[config.mk]
export PLATFORM = sky130hd
export DESIGN_NAME = ring_deque_queue_flat
export DESIGN_NICKNAME = d
export VERILOG_FILES = /design/src/hw/rtl/rdq_pkg.sv /design/src/hw/rtl/rdq_if.sv /design/src/hw/rtl/rdq_ram.sv /design/src/hw/rtl/ring_deque_queue.sv /design/src/flat_wrapper.sv
export SDC_FILE = /design/constraint.sdc
export NUM_CORES = 1
export LEC_CHECK = 0
export BUFFER_PORTS_ARGS = -buffer_cell sky130_fd_sc_hd__buf_2
export CAP_MARGIN = 20
export CORE_AREA = 4 4 271 273
export DETAILED_ROUTE_END_ITERATION = 10
export DIE_AREA = 0 0 275 277
export REMOVE_ABC_BUFFERS = 1
export SETUP_SLACK_MARGIN = 0.05
export SLEW_MARGIN = 20
export SYNTH_ARGS = -nofsm -noshare
export SYNTH_HDL_FRONTEND = slang
export SYNTH_SLANG_ARGS = --single-unit
[constraint.sdc]
create_clock -name clk -period 8.1 [get_ports clk]
set_clock_uncertainty 0.1 [all_clocks]
set_input_delay 0.405 -clock clk [delete_from_list [all_inputs] [get_ports clk]]
set_output_delay 0.405 -clock clk [all_outputs]
set_load 0.05 [all_outputs]
[src/hw/rtl/rdq_pkg.sv]
package rdq_pkg;

  // Built depth of the slot memory and width of one message word.
  localparam int DEPTH     = 16;
  localparam int ITEM_BITS = 32;

  // Pointer and counter widths. The counter also holds the value DEPTH itself.
  localparam int PTR_W = (DEPTH > 1) ? $clog2(DEPTH) : 1;
  localparam int CNT_W = $clog2(DEPTH + 1);

  // Field widths fixed by the interface.
  localparam int CMD_W       = 2;
  localparam int STATUS_W    = 2;
  localparam int DATA_W      = 32;
  localparam int COUNT_W     = 5;
  localparam int LEN_FIELD_W = 5;

  // Configuration port.
  localparam int APB_ADDR_W = 3;
  localparam int APB_DATA_W = 32;
  localparam logic REG_QLEN = 1'b0;

  // Queue length after reset, saturated to the built depth.
  localparam logic [CNT_W-1:0] LEN_RESET = CNT_W'((DEPTH < 16) ? DEPTH : 16);

  typedef enum logic [CMD_W-1:0] {
    CMD_BACK  = 2'd0,
    CMD_FRONT = 2'd1,
    CMD_RECV  = 2'd2,
    CMD_OVWR  = 2'd3
  } cmd_t;

  typedef enum logic [STATUS_W-1:0] {
    ST_PASS  = 2'd0,
    ST_FULL  = 2'd1,
    ST_EMPTY = 2'd2,
    ST_FAIL  = 2'd3
  } status_t;

endpackage

[src/hw/rtl/rdq_if.sv]
interface rdq_cmd_if;
  logic                           valid;
  logic                           ready;
  logic [rdq_pkg::CMD_W-1:0]      command;
  logic [rdq_pkg::DATA_W-1:0]     data_in;

  modport source (output valid, output command, output data_in, input ready);
  modport sink   (input valid, input command, input data_in, output ready);
endinterface

interface rdq_rsp_if;
  logic                           valid;
  logic                           ready;
  logic [rdq_pkg::STATUS_W-1:0]   status;
  logic [rdq_pkg::DATA_W-1:0]     data_out;
  logic [rdq_pkg::COUNT_W-1:0]    message_count;

  modport source (output valid, output status, output data_out, output message_count,
                  input ready);
  modport sink   (input valid, input status, input data_out, input message_count,
                  output ready);
endinterface

[src/hw/rtl/rdq_ram.sv]
module rdq_ram #(
  parameter int WIDTH = 32,
  parameter int DEPTH = 16
) (
  input  logic                                   clk,
  input  logic                                   we,
  input  logic [((DEPTH > 1) ? $clog2(DEPTH) : 1)-1:0] waddr,
  input  logic [WIDTH-1:0]                       wdata,
  input  logic                                   re,
  input  logic [((DEPTH > 1) ? $clog2(DEPTH) : 1)-1:0] raddr,
  output logic [WIDTH-1:0]                       rdata
);

  logic [WIDTH-1:0] mem [DEPTH];

  always_ff @(posedge clk) begin
    if (we) begin
      mem[waddr] <= wdata;
    end
    if (re) begin
      rdata <= mem[raddr];
    end
  end

endmodule

[src/hw/rtl/ring_deque_queue.sv]
// Circular message queue with push at both ends. Each command transaction on
// in_if (send to back, send to front, receive, overwrite) yields exactly one
// result transaction on out_if carrying a status, the word taken by a
// successful receive (zero otherwise) and the message count after the command.
// The block takes one command per clock cycle while the input does not
// stall. A command accepted on in_if passes through the pending stage and
// then the output register, from which its result is valid on out_if. The
// input stalls only when both the pending stage and the output register
// are full and out_if holds ready low. Messages live in a 16-word memory
// with one write port and one registered read port; pointers and the
// fill count sit in flip-flops and are updated at accept, so back-to-back
// commands never wait on each other. The queue length register sits at
// byte address 0 of the APB port; writing it empties the queue (memory
// contents are kept) and must only happen while no transaction is in
// flight. Only the low five bits of a written value are used: a field of
// zero acts as one, and a field above the built depth saturates to it.
module ring_deque_queue (
  input  logic                           clk,
  input  logic                           rst_n,
  rdq_cmd_if.sink                        in_if,
  rdq_rsp_if.source                      out_if,
  input  logic                           psel,
  input  logic                           penable,
  input  logic                           pwrite,
  input  logic [rdq_pkg::APB_ADDR_W-1:0] paddr,
  input  logic [rdq_pkg::APB_DATA_W-1:0] pwdata,
  output logic [rdq_pkg::APB_DATA_W-1:0] prdata,
  output logic                           pready
);

  localparam int PTR_W = rdq_pkg::PTR_W;
  localparam int CNT_W = rdq_pkg::CNT_W;

  // Queue state.
  logic [CNT_W-1:0] len_r, len_nxt;
  logic [CNT_W-1:0] cnt_r, cnt_nxt;
  logic [PTR_W-1:0] rp_r,  rp_nxt;
  logic [PTR_W-1:0] wp_r,  wp_nxt;

  // Stage waiting on the memory read.
  logic                          pend_valid_r, pend_valid_nxt;
  logic                          pend_rx_r,    pend_rx_nxt;
  rdq_pkg::status_t              pend_status_r, pend_status_nxt;
  logic [CNT_W-1:0]              pend_cnt_r,   pend_cnt_nxt;

  // Output register.
  logic                          out_valid_r,  out_valid_nxt;
  rdq_pkg::status_t              out_status_r, out_status_nxt;
  logic [rdq_pkg::DATA_W-1:0]    out_data_r,   out_data_nxt;
  logic [CNT_W-1:0]              out_cnt_r,    out_cnt_nxt;

  // Memory port.
  logic                          ram_we, ram_re;
  logic [PTR_W-1:0]              ram_waddr, ram_raddr;
  logic [rdq_pkg::ITEM_BITS-1:0] ram_rdata;

  logic                          in_acc, out_free, cfg_wr;
  logic                          full, empty;
  logic [PTR_W-1:0]              wp_inc, rp_inc, rp_dec;
  logic [rdq_pkg::LEN_FIELD_W-1:0] len_field;
  logic [CNT_W-1:0]              len_clamped;

  // Handshakes: the pending stage drains into the output register whenever
  // that register is empty or being taken, so a command is accepted every cycle unless both are full and ready is low.
  assign out_free    = !out_valid_r || out_if.ready;
  assign in_if.ready = !pend_valid_r || out_free;
  assign in_acc      = in_if.valid && in_if.ready;

  assign out_if.valid         = out_valid_r;
  assign out_if.status        = out_status_r;
  assign out_if.data_out      = out_data_r;
  assign out_if.message_count = rdq_pkg::COUNT_W'(out_cnt_r);

  // Configuration port: one register, no wait states.
  assign pready = 1'b1;
  assign cfg_wr = psel && penable && pwrite && (paddr[rdq_pkg::APB_ADDR_W-1] == rdq_pkg::REG_QLEN);
  assign prdata = (paddr[rdq_pkg::APB_ADDR_W-1] == rdq_pkg::REG_QLEN) ?
                  rdq_pkg::APB_DATA_W'(len_r) : '0;

  // Saturate a written length into 1..DEPTH.
  assign len_field = pwdata[rdq_pkg::LEN_FIELD_W-1:0];
  always_comb begin
    if (len_field == '0) begin
      len_clamped = CNT_W'(1);
    end else if (32'(len_field) > rdq_pkg::DEPTH) begin
      len_clamped = CNT_W'(rdq_pkg::DEPTH);
    end else begin
      len_clamped = CNT_W'(len_field);
    end
  end

  // Pointer steps with wrap at the configured length.
  assign full   = (cnt_r >= len_r);
  assign empty  = (cnt_r == '0);
  assign wp_inc = ((CNT_W'(wp_r) + CNT_W'(1)) >= len_r) ? '0 : wp_r + PTR_W'(1);
  assign rp_inc = ((CNT_W'(rp_r) + CNT_W'(1)) >= len_r) ? '0 : rp_r + PTR_W'(1);
  assign rp_dec = (rp_r == '0) ? PTR_W'(len_r - CNT_W'(1)) : rp_r - PTR_W'(1);

  always_comb begin
    len_nxt         = len_r;
    cnt_nxt         = cnt_r;
    rp_nxt          = rp_r;
    wp_nxt          = wp_r;
    ram_we          = 1'b0;
    ram_waddr       = wp_r;
    ram_re          = 1'b0;
    ram_raddr       = rp_r;
    pend_rx_nxt     = pend_rx_r;
    pend_status_nxt = pend_status_r;
    pend_cnt_nxt    = pend_cnt_r;

    if (in_acc) begin
      pend_rx_nxt     = 1'b0;
      pend_status_nxt = rdq_pkg::ST_PASS;
      case (rdq_pkg::cmd_t'(in_if.command))
        rdq_pkg::CMD_BACK: begin
          if (full) begin
            pend_status_nxt = rdq_pkg::ST_FULL;
          end else begin
            ram_we    = 1'b1;
            ram_waddr = wp_r;
            wp_nxt    = wp_inc;
            cnt_nxt   = cnt_r + CNT_W'(1);
          end
        end
        rdq_pkg::CMD_FRONT: begin
          if (full) begin
            pend_status_nxt = rdq_pkg::ST_FULL;
          end else begin
            ram_we    = 1'b1;
            ram_waddr = rp_dec;
            rp_nxt    = rp_dec;
            cnt_nxt   = cnt_r + CNT_W'(1);
          end
        end
        rdq_pkg::CMD_RECV: begin
          if (empty) begin
            pend_status_nxt = rdq_pkg::ST_EMPTY;
          end else begin
            ram_re      = 1'b1;
            ram_raddr   = rp_r;
            pend_rx_nxt = 1'b1;
            rp_nxt      = rp_inc;
            cnt_nxt     = cnt_r - CNT_W'(1);
          end
        end
        rdq_pkg::CMD_OVWR: begin
          if (len_r != CNT_W'(1)) begin
            pend_status_nxt = rdq_pkg::ST_FAIL;
          end else if (empty) begin
            // Empty single-slot queue: behave as send to back.
            ram_we    = 1'b1;
            ram_waddr = wp_r;
            wp_nxt    = wp_inc;
            cnt_nxt   = cnt_r + CNT_W'(1);
          end else begin
            // Replace the one held message in place.
            ram_we    = 1'b1;
            ram_waddr = '0;
          end
        end
        default: begin
          pend_status_nxt = rdq_pkg::ST_FAIL;
        end
      endcase
      pend_cnt_nxt = cnt_nxt;
    end

    // A length write empties the queue; slot contents stay.
    if (cfg_wr) begin
      len_nxt = len_clamped;
      cnt_nxt = '0;
      rp_nxt  = '0;
      wp_nxt  = '0;
    end
  end

  // Pending stage and output register.
  always_comb begin
    pend_valid_nxt = pend_valid_r;
    out_valid_nxt  = out_valid_r;
    out_status_nxt = out_status_r;
    out_data_nxt   = out_data_r;
    out_cnt_nxt    = out_cnt_r;

    if (out_free) begin
      out_valid_nxt  = pend_valid_r;
      out_status_nxt = pend_status_r;
      out_data_nxt   = pend_rx_r ? rdq_pkg::DATA_W'(ram_rdata) : '0;
      out_cnt_nxt    = pend_cnt_r;
      pend_valid_nxt = 1'b0;
    end
    if (in_acc) begin
      pend_valid_nxt = 1'b1;
    end
  end

  always_ff @(posedge clk) begin
    if (!rst_n) begin
      len_r        <= rdq_pkg::LEN_RESET;
      cnt_r        <= '0;
      rp_r         <= '0;
      wp_r         <= '0;
      pend_valid_r <= 1'b0;
      out_valid_r  <= 1'b0;
    end else begin
      len_r        <= len_nxt;
      cnt_r        <= cnt_nxt;
      rp_r         <= rp_nxt;
      wp_r         <= wp_nxt;
      pend_valid_r <= pend_valid_nxt;
      out_valid_r  <= out_valid_nxt;
    end
  end

  // Payload registers: no reset needed.
  always_ff @(posedge clk) begin
    pend_rx_r     <= pend_rx_nxt;
    pend_status_r <= pend_status_nxt;
    pend_cnt_r    <= pend_cnt_nxt;
    out_status_r  <= out_status_nxt;
    out_data_r    <= out_data_nxt;
    out_cnt_r     <= out_cnt_nxt;
  end

  // Slot memory. Read data holds between receives, and no new command is
  // accepted while the pending stage is stuck, so the word waits safely.
  rdq_ram #(
    .WIDTH (rdq_pkg::ITEM_BITS),
    .DEPTH (rdq_pkg::DEPTH)
  ) u_slots (
    .clk   (clk),
    .we    (ram_we),
    .waddr (ram_waddr),
    .wdata (rdq_pkg::ITEM_BITS'(in_if.data_in)),
    .re    (ram_re),
    .raddr (ram_raddr),
    .rdata (ram_rdata)
  );

`ifndef SYNTHESIS
  a_cnt_in_len: assert property (@(posedge clk) disable iff (!rst_n)
    cnt_r <= len_r)
    else $error("fill count above queue length");

  a_ptr_in_len: assert property (@(posedge clk) disable iff (!rst_n)
    (CNT_W'(rp_r) < len_r) && (CNT_W'(wp_r) < len_r))
    else $error("pointer outside queue length");

  a_len_range: assert property (@(posedge clk) disable iff (!rst_n)
    (len_r != '0) && (32'(len_r) <= rdq_pkg::DEPTH))
    else $error("queue length out of range");

  a_stall_cause: assert property (@(posedge clk) disable iff (!rst_n)
    !in_if.ready |-> (pend_valid_r && out_valid_r && !out_if.ready))
    else $error("input stalled without a blocked result");

  a_pend_drain: assert property (@(posedge clk) disable iff (!rst_n)
    (pend_valid_r && out_free) |=> out_valid_r)
    else $error("pending result lost");
`endif

endmodule
[src/flat_wrapper.sv]
// flat-port wrapper written by rule: the top's interface ports become plain ports
module ring_deque_queue_flat 
  (clk, rst_n, psel, penable, pwrite, paddr, pwdata, prdata, pready, in_if_valid, in_if_command, in_if_data_in, in_if_ready, out_if_valid, out_if_status, out_if_data_out, out_if_message_count, out_if_ready);
  rdq_cmd_if in_if_i ();
  rdq_rsp_if out_if_i ();
  input  logic clk;
  input  logic rst_n;
  input  logic psel;
  input  logic penable;
  input  logic pwrite;
  input  logic [rdq_pkg::APB_ADDR_W-1:0] paddr;
  input  logic [rdq_pkg::APB_DATA_W-1:0] pwdata;
  output logic [rdq_pkg::APB_DATA_W-1:0] prdata;
  output logic pready;
  input wire logic [$bits(in_if_i.valid)-1:0] in_if_valid;
  input wire logic [$bits(in_if_i.command)-1:0] in_if_command;
  input wire logic [$bits(in_if_i.data_in)-1:0] in_if_data_in;
  output wire logic [$bits(in_if_i.ready)-1:0] in_if_ready;
  output wire logic [$bits(out_if_i.valid)-1:0] out_if_valid;
  output wire logic [$bits(out_if_i.status)-1:0] out_if_status;
  output wire logic [$bits(out_if_i.data_out)-1:0] out_if_data_out;
  output wire logic [$bits(out_if_i.message_count)-1:0] out_if_message_count;
  input wire logic [$bits(out_if_i.ready)-1:0] out_if_ready;
  assign in_if_i.valid = in_if_valid;
  assign in_if_i.command = in_if_command;
  assign in_if_i.data_in = in_if_data_in;
  assign in_if_ready = in_if_i.ready;
  assign out_if_valid = out_if_i.valid;
  assign out_if_status = out_if_i.status;
  assign out_if_data_out = out_if_i.data_out;
  assign out_if_message_count = out_if_i.message_count;
  assign out_if_i.ready = out_if_ready;
  ring_deque_queue u_core (.clk(clk), .rst_n(rst_n), .in_if(in_if_i), .out_if(out_if_i), .psel(psel), .penable(penable), .pwrite(pwrite), .paddr(paddr), .pwdata(pwdata), .prdata(prdata), .pready(pready));
endmodule
==> metrics.yaml <==
run_status:
  status: "completed"
critical_path:
  start_kind: "register"
  max_stage_delay_ns: 1.01
  crit_type: "reg -> reg"
  arrival_ns: 4.80
  path_cells: "buf_4, nor2_1, mux2i_1, nor2b_1, xnor2_1, a22oi_1, nor4_2, buf_4"
  slowest_stage: "dfxtp_4"
  endpoint_kind: "register"
  r2r_setup_slack_ns: 3.45
  crit_top_cell: "buf_4"
  critPathRequiredTime_ns: 8.24
  critPathMaxFanout: 72
  reg2reg_depth: 8
  timing.rr.end: "u_core.u_slots.mem[13][14]$_DFFE_PP_"
  timing.rr.start: "u_core.rp_r[1]$_SDFFE_PP0P_"
routing:
  routedWlPerCell_um: 23.2
  via_count: 11500
  vias_per_cell: 5.04
  dr.first_iter.drc_count: 1116
  routed_wl_um: 52900
  drc: 0
  antenna_left: 0
  met2WireLength_um: 25200
  met3WireLength_um: 3460
  maxUsedRoutingLayer: "met5"
  drt_pre_antenna_iters: 5
  met1_length_um: 23100
sta:
  tightest_slew_ns: 1.18
  fmax_mhz: 215
  final.period_utilization_pct: 57.5
  drv_slew: 0
  slew_headroom_pct: 20.0
  min_period_ns: 4.65
  setup_violations: 0
  hold_violations: 0
  grt_setup_unrepaired: "no"
global_routing:
  grt_pass1_vias: 11700
  grt_max_degree: 120
  grt_util_all_layers_pct: 13.7
  grt_pass1_wl_um: 77300
  grt_overflow: 0
  antenna_found_initial: 10
clock_tree:
  cts_tree: "done"
  clock-root-buffer: "clkbuf_16"
  clk_pin_slew_ns: 0.06
  ctsResizeCount: 0
  insertion_delay_ns: 0.64
  clockBufferDepth: 3
  clock_sinks: 611
  htreeDepth: 2
  cts-buffers-inserted: 61
yosys:
  async_flop_share_pct: 0
  netlist_instances: 1119
  netlist_area_um2: 23900
  synth_flop_cell: "edfxtp_1"
  ys_seq_area_share_pct: 75.9
  synth_edf_count: 591
  ys.warnings.count: 0
  synth_cell_types: 57
  syn_area_per_cell_um2: 21.4
  ys_ff_latch: 611
die:
  die_w_um: 275
  core-area_um2: 71100
  dieArea_um2: 76200
  die_h_um: 277
  start_util_pct: 33.6
  pin_count: 150
  num_rows: 98
min_path:
  hp-class: "in -> reg"
  whs_endpoint: "u_core.u_slots.mem[11][5]$_DFFE_PP_"
  hold_start: "in_if_data_in[5]"
  holdPathStages: 1
flow_run:
  maxCapViolations: 0
finish:
  post-route-util_pct: 39.1
  nNetsFinal: 1380
  synthToLayoutAreaGrowth_pct: 16.2
  fin_cells: 2277
  drive_above_1_share_pct: 29.3
placement:
  post-dp-hpwl_um: 25900
  gp_congestion: 0.821
  dp.cells: 2143
  port_buffers: 92
power:
  peakVddDrop_uv: 171
  p_leak_nw: 8.89
  p_per_area_nw_per_um2: 245
## Yosys cell counts, types with 3 or more instances
cell      number  share of area [%]
nor2b_1        3              0.078
nand3_1        7               0.15
mux4_2       160                 15
ha_1          25                1.3
and3_1         5               0.13
o211ai_1       4               0.13
and2_1        33               0.86
a21boi_0       3              0.094
a21oi_1       21               0.44
clkbuf_1      31               0.49
o21ai_0       16               0.33
nor4_1        16               0.42
a22o_1         3               0.11
buf_4         28               0.88
dfxtp_1       20                1.7
nand2b_1       8               0.21
mux2i_1        3               0.13
edfxtp_1     591                 74
xor2_1         3               0.11
clkinv_1       3              0.047
o21a_1         4               0.13
xnor2_1        5               0.18
o31ai_1        3              0.094
a22oi_1        3              0.094
nor2_1        14               0.22
buf_1         14               0.22
a31oi_1        7               0.18
nor3_1         7               0.15
or3_1          3              0.078
a21o_1         5               0.16
inv_1         16               0.25
nand2_1       25               0.39
## metrics by stage
| step | setup TNS [ns] | instance area, um^2 | power [mW] | worst slack [ns] | hold slack [ns] |
|---|---|---|---|---|---|
| after CTS | 0 | 27800 | 6.90 | 3.42 | 0.000416 |
| final | 0 | 27800 | 6.81 | 3.45 | 0.0456 |
| after floorplan | -1466.43 | 23600 | 4.05 | -2.94 | 0.300 |
| after detailed placement | 0 | 25600 | 4.18 | 3.46 | 0.305 |
| after global placement | 0 | 25600 | 4.17 | 3.57 | 0.302 |
| after global routing | 0 | 27800 | 7.07 | 3.18 | 0.0243 |
## how the worst max path moves through the flow
stage                                           start                              endpoint  slack [ns]
final                     u_core.rp_r[1]$_SDFFE_PP0P_  u_core.u_slots.mem[13][14]$_DFFE_PP_        3.45
after global routing      u_core.rp_r[1]$_SDFFE_PP0P_  u_core.u_slots.mem[14][10]$_DFFE_PP_        3.18
after CTS                 u_core.rp_r[1]$_SDFFE_PP0P_  u_core.u_slots.mem[13][14]$_DFFE_PP_        3.42
after detailed placement  u_core.rp_r[1]$_SDFFE_PP0P_   u_core.u_slots.mem[13][2]$_DFFE_PP_        3.46
after global placement    u_core.rp_r[1]$_SDFFE_PP0P_   u_core.u_slots.mem[14][1]$_DFFE_PP_        3.57
after floorplan           u_core.rp_r[0]$_SDFFE_PP0P_    u_core.u_slots.mem[0][0]$_DFFE_PP_       -2.94
## cell type report
| cell class | count | area, um^2 |
|---|---|---|
| multi-input combinational | 441 | 5520 |
| clock buffer | 77 | 1610 |
| fill | 6380 | 43300 |
| antenna | 4 | 10.0 |
| tap | 950 | 1190 |
| sequential | 611 | 18200 |
| inverter | 19 | 71.3 |
| timing repair buffer | 145 | 928 |
| clock inverter | 30 | 300 |
## layer usage
layer | track usage [%] | vias to the layer above
met5 | 0 | -
met4 | 3.83 | 6
met2 | 21.9 | 388
met1 | 19.3 | 6075
li1 | - | 4925
met3 | 2.65 | 85
## sequential cells by signal (all words and copies together) (netlist names)
name,cells
u_core.len_r,5
u_core.u_slots.mem,512
u_core.pend_cnt_r,5
u_core.rp_r,4
u_core.out_if.data_out,32
u_core.out_if.valid,1
u_core.out_if.status,2
u_core.wp_r,4
u_core.cnt_r,5
u_core.pend_status_r,2
u_core.pend_valid_r,1
u_core.out_if.message_count,5
u_core.pend_rx_r,1
u_core.u_slots.rdata,32
## power breakdown
group,internal (mW),total (mW),switching [mW],leakage (nW)
clock network,1.53,2.70,1.17,0.918
registers,3.53,3.56,0.0349,5.59
logic,0.225,0.550,0.325,2.39
## worst max-delay path: cells and delay by family, from the launching register on
family | cells | cell delay, ns
buf+inv | 2 | 1.61
simple gates | 3 | 0.53
flops | 1 | 1.01
xor+xnor | 1 | 0.29
mux | 1 | 0.26
compound gates | 1 | 0.34
## cells in the final DEF (no fill, tap or decap), types with 21 or more instances in the layout
master           n
a21oi_1         21
and2_1          33
buf_2           92
buf_4           29
clkbuf_16       62
conb_1          28
dlygate4sd3_1   23
edfxtp_1       591
ha_1            25
mux4_2         160
nand2_1         25
## cells by family after synthesis
group / share of synthesized area, %
AO/OA/AOI/OAI: 2.32
XOR/XNOR: 0.293
multiplexers: 15.2
adder cells (fa/ha/maj): 1.31
AND/OR/NAND/NOR: 3.09
other: 0.0314
buffers and inverters: 1.90
flip-flops: 75.9
## timing repair
item | CTS | global route
hold buffers | 23 | 0
endpoints found under the hold margin | 134 | 0
buffers inserted | 0 | 0
Note: power is estimated with default switching activity, not from simulation.
